$ cat config.mk
export PLATFORM = sky130hd
export DESIGN_NAME = pal_ctrl
export DESIGN_NICKNAME = d
export VERILOG_FILES = /design/src/rtl/pal_pkg.sv /design/src/rtl/pal_ctrl.sv
export SDC_FILE = /design/constraint.sdc
export NUM_CORES = 1
export LEC_CHECK = 0
export ABC_AREA = 1
export BUFFER_PORTS_ARGS = -buffer_cell sky130_fd_sc_hd__buf_2
export CAP_MARGIN = 25
export CORE_MARGIN = 3
export CORE_UTILIZATION = 42
export DETAILED_ROUTE_END_ITERATION = 7
export GPL_TIMING_DRIVEN = 0
export SETUP_SLACK_MARGIN = 0.05
export SYNTH_ARGS = -nofsm -noshare
export SYNTH_HDL_FRONTEND = slang
export SYNTH_SLANG_ARGS = --single-unit
$ cat constraint.sdc
create_clock -name aclk -period 9.4 [get_ports aclk]
set_input_delay 1.88 -clock aclk [delete_from_list [all_inputs] [get_ports aclk]]
set_output_delay 1.88 -clock aclk [all_outputs]
set_load 0.03 [all_outputs]
$ cat src/rtl/pal_pkg.sv
// Shared types, constants and codes for the positional array list.
package pal_pkg;

    localparam int CAPACITY = 256;
    localparam int DATA_W   = 32;
    localparam int OP_W     = 3;
    localparam int POS_W    = 9;
    localparam int ST_W     = 2;
    localparam int ADDR_W   = $clog2(CAPACITY);
    localparam int CNT_W    = $clog2(CAPACITY + 1);
    localparam int CMP_W    = (CNT_W > POS_W) ? CNT_W : POS_W;

    typedef enum logic [OP_W-1:0] {
        OP_CLEAR  = 3'd0,
        OP_INSERT = 3'd1,
        OP_DELETE = 3'd2,
        OP_LOCATE = 3'd3,
        OP_GET    = 3'd4
    } pal_op_t;

    typedef enum logic [ST_W-1:0] {
        STAT_OK    = 2'd0,
        STAT_FULL  = 2'd1,
        STAT_EMPTY = 2'd2,
        STAT_RANGE = 2'd3
    } pal_status_t;

    typedef struct packed {
        logic [OP_W-1:0]          opcode;
        logic [POS_W-1:0]         position;
        logic signed [DATA_W-1:0] element_value;
    } pal_req_t;

    typedef struct packed {
        logic [ST_W-1:0]          status;
        logic signed [DATA_W-1:0] read_value;
        logic [POS_W-1:0]         found_position;
        logic [POS_W-1:0]         list_length;
    } pal_rsp_t;

    // Handshake between the sequencer and the result register
    typedef struct packed {
        logic     valid;
        pal_rsp_t rsp;
    } pal_res_t;

endpackage

$ cat src/rtl/pal_ctrl.sv
// Request sequencer: walks the element store one entry per cycle for shift and search.
module pal_ctrl (
    input  logic                         aclk,
    input  logic                         aresetn,
    input  logic                         start,
    input  pal_pkg::pal_req_t            req,
    output logic                         idle,
    output pal_pkg::pal_res_t            res,
    input  logic                         res_take,
    output logic                         ram_we,
    output logic [pal_pkg::ADDR_W-1:0]   ram_waddr,
    output logic [pal_pkg::DATA_W-1:0]   ram_wdata,
    output logic                         ram_re,
    output logic [pal_pkg::ADDR_W-1:0]   ram_raddr,
    input  logic [pal_pkg::DATA_W-1:0]   ram_rdata
);

    typedef enum logic [4:0] {
        S_IDLE  = 5'b00001,
        S_SCAN  = 5'b00010,
        S_DRAIN = 5'b00100,
        S_WRVAL = 5'b01000,
        S_DONE  = 5'b10000
    } state_t;

    state_t                           state_reg, state_next;
    logic [pal_pkg::OP_W-1:0]         op_reg, op_next;
    logic [pal_pkg::ADDR_W-1:0]       idx_reg, idx_next;
    logic [pal_pkg::DATA_W-1:0]       val_reg, val_next;
    logic [pal_pkg::CNT_W-1:0]        count_reg, count_next;
    logic [pal_pkg::ADDR_W-1:0]       addr_reg, addr_next;
    logic [pal_pkg::ADDR_W-1:0]       end_reg, end_next;
    logic [pal_pkg::ADDR_W-1:0]       src_reg, src_next;
    logic                             dv_reg, dv_next;
    logic [pal_pkg::ST_W-1:0]         status_reg, status_next;
    logic [pal_pkg::DATA_W-1:0]       rd_reg, rd_next;
    logic [pal_pkg::POS_W-1:0]        found_reg, found_next;

    logic [pal_pkg::CMP_W-1:0]        pos_w, cnt_w, pos_m1, cnt_m1;
    logic                             is_full, is_empty, ins_bad, acc_bad;

    assign pos_w    = pal_pkg::CMP_W'(req.position);
    assign cnt_w    = pal_pkg::CMP_W'(count_reg);
    assign pos_m1   = pos_w - pal_pkg::CMP_W'(1);
    assign cnt_m1   = cnt_w - pal_pkg::CMP_W'(1);
    assign is_full  = (cnt_w >= pal_pkg::CMP_W'(pal_pkg::CAPACITY));
    assign is_empty = (count_reg == '0);
    assign ins_bad  = (req.position == '0) || (pos_w > cnt_w + pal_pkg::CMP_W'(1));
    assign acc_bad  = (req.position == '0) || (pos_w > cnt_w);

    always_comb begin
        state_next  = state_reg;
        op_next     = op_reg;
        idx_next    = idx_reg;
        val_next    = val_reg;
        count_next  = count_reg;
        addr_next   = addr_reg;
        end_next    = end_reg;
        src_next    = src_reg;
        dv_next     = 1'b0;
        status_next = status_reg;
        rd_next     = rd_reg;
        found_next  = found_reg;
        ram_we      = 1'b0;
        ram_waddr   = src_reg;
        ram_wdata   = ram_rdata;
        ram_re      = 1'b0;
        ram_raddr   = addr_reg;

        // Read data from the previous scan cycle lands here
        if (dv_reg) begin
            case (op_reg)
                pal_pkg::OP_INSERT: begin
                    ram_we    = 1'b1;
                    ram_waddr = src_reg + pal_pkg::ADDR_W'(1);
                end
                pal_pkg::OP_DELETE: begin
                    if (src_reg == idx_reg) begin
                        rd_next = ram_rdata;
                    end else begin
                        ram_we    = 1'b1;
                        ram_waddr = src_reg - pal_pkg::ADDR_W'(1);
                    end
                end
                pal_pkg::OP_LOCATE: begin
                    if (found_reg == '0 && ram_rdata == val_reg) begin
                        found_next = pal_pkg::POS_W'(src_reg) + pal_pkg::POS_W'(1);
                    end
                end
                pal_pkg::OP_GET: begin
                    rd_next = ram_rdata;
                end
                default: begin
                end
            endcase
        end

        case (state_reg)
            S_IDLE: begin
                if (start) begin
                    op_next     = req.opcode;
                    idx_next    = pos_m1[pal_pkg::ADDR_W-1:0];
                    val_next    = req.element_value;
                    status_next = pal_pkg::STAT_OK;
                    rd_next     = '0;
                    found_next  = '0;
                    state_next  = S_DONE;
                    case (req.opcode)
                        pal_pkg::OP_CLEAR: begin
                            count_next = '0;
                        end
                        pal_pkg::OP_INSERT: begin
                            if (is_full) begin
                                status_next = pal_pkg::STAT_FULL;
                            end else if (ins_bad) begin
                                status_next = pal_pkg::STAT_RANGE;
                            end else if (pos_m1 == cnt_w) begin
                                state_next = S_WRVAL;   // append, nothing to move
                            end else begin
                                addr_next  = cnt_m1[pal_pkg::ADDR_W-1:0];
                                end_next   = pos_m1[pal_pkg::ADDR_W-1:0];
                                state_next = S_SCAN;
                            end
                        end
                        pal_pkg::OP_DELETE: begin
                            if (is_empty) begin
                                status_next = pal_pkg::STAT_EMPTY;
                            end else if (acc_bad) begin
                                status_next = pal_pkg::STAT_RANGE;
                            end else begin
                                addr_next  = pos_m1[pal_pkg::ADDR_W-1:0];
                                end_next   = cnt_m1[pal_pkg::ADDR_W-1:0];
                                state_next = S_SCAN;
                            end
                        end
                        pal_pkg::OP_LOCATE: begin
                            if (!is_empty) begin
                                addr_next  = '0;
                                end_next   = cnt_m1[pal_pkg::ADDR_W-1:0];
                                state_next = S_SCAN;
                            end
                        end
                        pal_pkg::OP_GET: begin
                            if (is_empty) begin
                                status_next = pal_pkg::STAT_EMPTY;
                            end else if (acc_bad) begin
                                status_next = pal_pkg::STAT_RANGE;
                            end else begin
                                addr_next  = pos_m1[pal_pkg::ADDR_W-1:0];
                                end_next   = pos_m1[pal_pkg::ADDR_W-1:0];
                                state_next = S_SCAN;
                            end
                        end
                        default: begin
                        end
                    endcase
                end
            end
            S_SCAN: begin
                ram_re   = 1'b1;
                dv_next  = 1'b1;
                src_next = addr_reg;
                if (addr_reg == end_reg) begin
                    state_next = S_DRAIN;
                end else if (op_reg == pal_pkg::OP_INSERT) begin
                    addr_next = addr_reg - pal_pkg::ADDR_W'(1);   // shift up walks downward
                end else begin
                    addr_next = addr_reg + pal_pkg::ADDR_W'(1);
                end
            end
            S_DRAIN: begin
                if (op_reg == pal_pkg::OP_INSERT) begin
                    state_next = S_WRVAL;
                end else begin
                    if (op_reg == pal_pkg::OP_DELETE) begin
                        count_next = count_reg - pal_pkg::CNT_W'(1);
                    end
                    state_next = S_DONE;
                end
            end
            S_WRVAL: begin
                ram_we     = 1'b1;
                ram_waddr  = idx_reg;
                ram_wdata  = val_reg;
                count_next = count_reg + pal_pkg::CNT_W'(1);
                state_next = S_DONE;
            end
            S_DONE: begin
                if (res_take) begin
                    state_next = S_IDLE;
                end
            end
            default: begin
                state_next = S_IDLE;
            end
        endcase
    end

    always_ff @(posedge aclk) begin
        if (!aresetn) begin
            state_reg <= S_IDLE;
            count_reg <= '0;
            dv_reg    <= 1'b0;
        end else begin
            state_reg <= state_next;
            count_reg <= count_next;
            dv_reg    <= dv_next;
        end
    end

    always_ff @(posedge aclk) begin
        op_reg     <= op_next;
        idx_reg    <= idx_next;
        val_reg    <= val_next;
        addr_reg   <= addr_next;
        end_reg    <= end_next;
        src_reg    <= src_next;
        status_reg <= status_next;
        rd_reg     <= rd_next;
        found_reg  <= found_next;
    end

    assign idle                   = (state_reg == S_IDLE);
    assign res.valid              = (state_reg == S_DONE);
    assign res.rsp.status         = status_reg;
    assign res.rsp.read_value     = rd_reg;
    assign res.rsp.found_position = found_reg;
    assign res.rsp.list_length    = pal_pkg::POS_W'(count_reg);

endmodule

==> impl_metrics.yaml <==
routing:
  drtPass1Iterations: 5
  vias: 7778
  drtAntennaViolNets: 0
  routed_wl_um: 25600
  avgViaCountPerCell: 5.24
  wl_per_cell_um: 17.2
  first_iter_violations: 536
  drc: 0
outcome:
  status: "finished, final reports clean"
power_and_ir_drop:
  peakVddDrop_v: 0.000121
  powerDensity_nw_per_um2: 244
  p_leak_nw: 4.67
place:
  placed_area_um2: 9300
  dpl_worst_slack_ns: 4.73
  port_buffers: 183
  hpwl_um: 20400
  gp_congestion: 0.951
  dp_cells: 1450
clocking:
  clk_root_buffer_cell: "clkbuf_16"
  post_cts_resized: 0
  cts_setup_buffers: 0
  htreeDepth: 4
  cts_buffer_depth: 2
  clk_transition_reported_paths_ns: 0.06
  clock_latency_ns: 0.42
  ctsHoldBuffers: 0
  cts_sinks: 125
  cts_tree: "done"
  numCtsBuffers: 17
logic_synthesis:
  ys.flop_type: "edfxtp_1"
  syn_area_um2: 8070
  synth_compound_area_share_pct: 13.3
  yosys.area.top_type: "edfxtp_1"
  synthCells: 1032
  ys_ff_latch: 125
  synth_mux_area_share_pct: 0
  yosys-top-cells-area: "edfxtp_1 26%, dfxtp_1 14%, nand2_1 11%, nor2_1 6.0%, inv_1 5.4%"
  synth_top_family_by_area: "simple AND/OR/NAND/NOR gates"
  synth_top_area_share_pct: 25.7
  yosys_warnings: 0
  synthAdderAreaFrac_pct: 5.21
  synth_edf_count: 69
  yosysMostFrequentCell: "nand2_1"
  ys_types: 47
  syn_nets: 1145
  avgSynthCellArea_um2: 7.82
  ys_seq_area_share_pct: 39.6
  synthSimpleGateAreaFrac_pct: 27.1
  yosys-top-cells-count: "245 x nand2_1, 130 x nor2_1, 115 x inv_1"
  ys_async_sr_fraction_pct: 0
  synth_xor_area_share_pct: 6.05
cells_and_area:
  ff_latch_area_um2: 3190
  syn2layout_area_growth_pct: 23.3
  multiInputGateArea_um2: 4180
  fillers: 1850
  finalNonFillerCells: 1483
  final_area_um2: 9950
  layout-drive-gt1-share_pct: 24.3
  fin_nets: 1348
floorplan:
  die_x_um: 145
  rows: 50
  die_y_um: 145
  coreArea_um2: 18800
  die_area_um2: 20900
  io_pins: 184
  initial_core_util_pct: 43.0
setup_path:
  path_max_fanout: 10
  start_kind: "flip-flop"
  cp-end-kind: "output port"
  worstPathRequired_ns: 7.52
  critical_path_class: "flip-flop to output port"
  cp.arrival_ns: 2.58
  rrSetupSlack_ns: 5.40
timing:
  final_max_slew_viol_count: 0
  rsz0062_at_grt: "no"
  holdWs_ns: 0.476
  clock.fmax_mhz: 224
  fin_ws_ns: 4.94
  skew_ns: 0.00903
  fin_crit_ns: 4.46
  fin_crit_sh_pct: 47.5
  tns_ns: 0
  setup_viol: 0
  hold_violations: 0
  relSlewSlack_pct: 35.8
  worstMarginPinSlew_ns: 0.956
global_route:
  grt_max_degree: 31
  grt_first_pass_wirelength_um: 38400
  overflow: 0
  first_global_vias: 7027
  antenna_found_initial: 0
  grt_usage_pct: 24.0
min_path:
  min_path_type: "flip-flop to flip-flop"
job:
  max_cap_viol_count: 0
cells by family (layout without fill, tap and decap cells):
family,after synthesis,after routing
flops,125,125
buf+inv,162,378
fa+ha+maj,33,33
simple gates,492,492
compound gates,166,166
xor+xnor,54,54
other cells,0,1
final timing paths:
kind / endpoint / from / depth (start not counted)
min: rd_reg[10] / rd_reg[10] / 2
max: ram_waddr[0] / op_reg[0] / 11
max reg2reg: ram_raddr[2] / cnt_w[1] / 19
min reg2reg: rd_reg[10] / rd_reg[10] / 2
cell usage in the layout (no fill, tap or decap), types with 7 or more instances in the layout:
master	n
inv_1	115
nor3_1	13
clkbuf_1	8
buf_6	10
inv_2	13
edfxtp_1	69
nor2_2	7
xnor2_1	18
nor4_1	12
clkbuf_16	17
nand2_1	245
dfxtp_1	56
nor2_1	130
ha_1	32
nand4_1	19
a211oi_2	22
o22ai_1	17
xor2_1	34
o21ai_1	7
o21ai_0	68
buf_2	192
a21oi_1	33
nand3_1	40
final cells by class:
class / count / area share (%)
Tap cell: 234 / 2.94
Sequential cell: 125 / 32.1
Clock inverter: 14 / 2.06
Antenna cell: 1 / 0.0252
Clock buffer: 18 / 4.41
Inverter: 132 / 5.01
Timing Repair Buffer: 184 / 9.41
Multi-Input combinational cell: 745 / 42.0
Buffer: 30 / 2.08
critical path: stages, from the launching register on:
cell      delay (ns)
edfxtp_1        0.41
inv_1           0.11
nor3_4          0.43
inv_2           0.23
nand2_1         0.13
nand2_2         0.11
inv_1           0.07
nand2_1         0.09
inv_1           0.09
nor2_1          0.04
o21ai_1         0.19
buf_2           0.24
power breakdown:
| group | leakage (nW) | internal (W) | switching (W) |
|---|---|---|---|
| sequential | 1.10 | 0.000715 | 0.0000858 |
| clock | 0.314 | 0.000457 | 0.000263 |
| combinational | 3.26 | 0.000284 | 0.000621 |
| total | 4.67 | 0.00146 | 0.000970 |
stage by stage:
step / utilization, % / total power [W]
CTS: 53.0 / 0.00243
global placement: 49.4 / 0.00169
floorplan: - / 0.00143
global route: 53.0 / 0.00256
finish: 53.0 / 0.00243
detailed placement: 49.6 / 0.00171
layer usage:
layer / track usage (%) / routed length (um)
met5: 0 / 0
met4: 6.19 / 485
met3: 4.73 / 1630
met2: 40.0 / 12100
met1: 32.1 / 11400
Power figures use the tool's default switching activity.
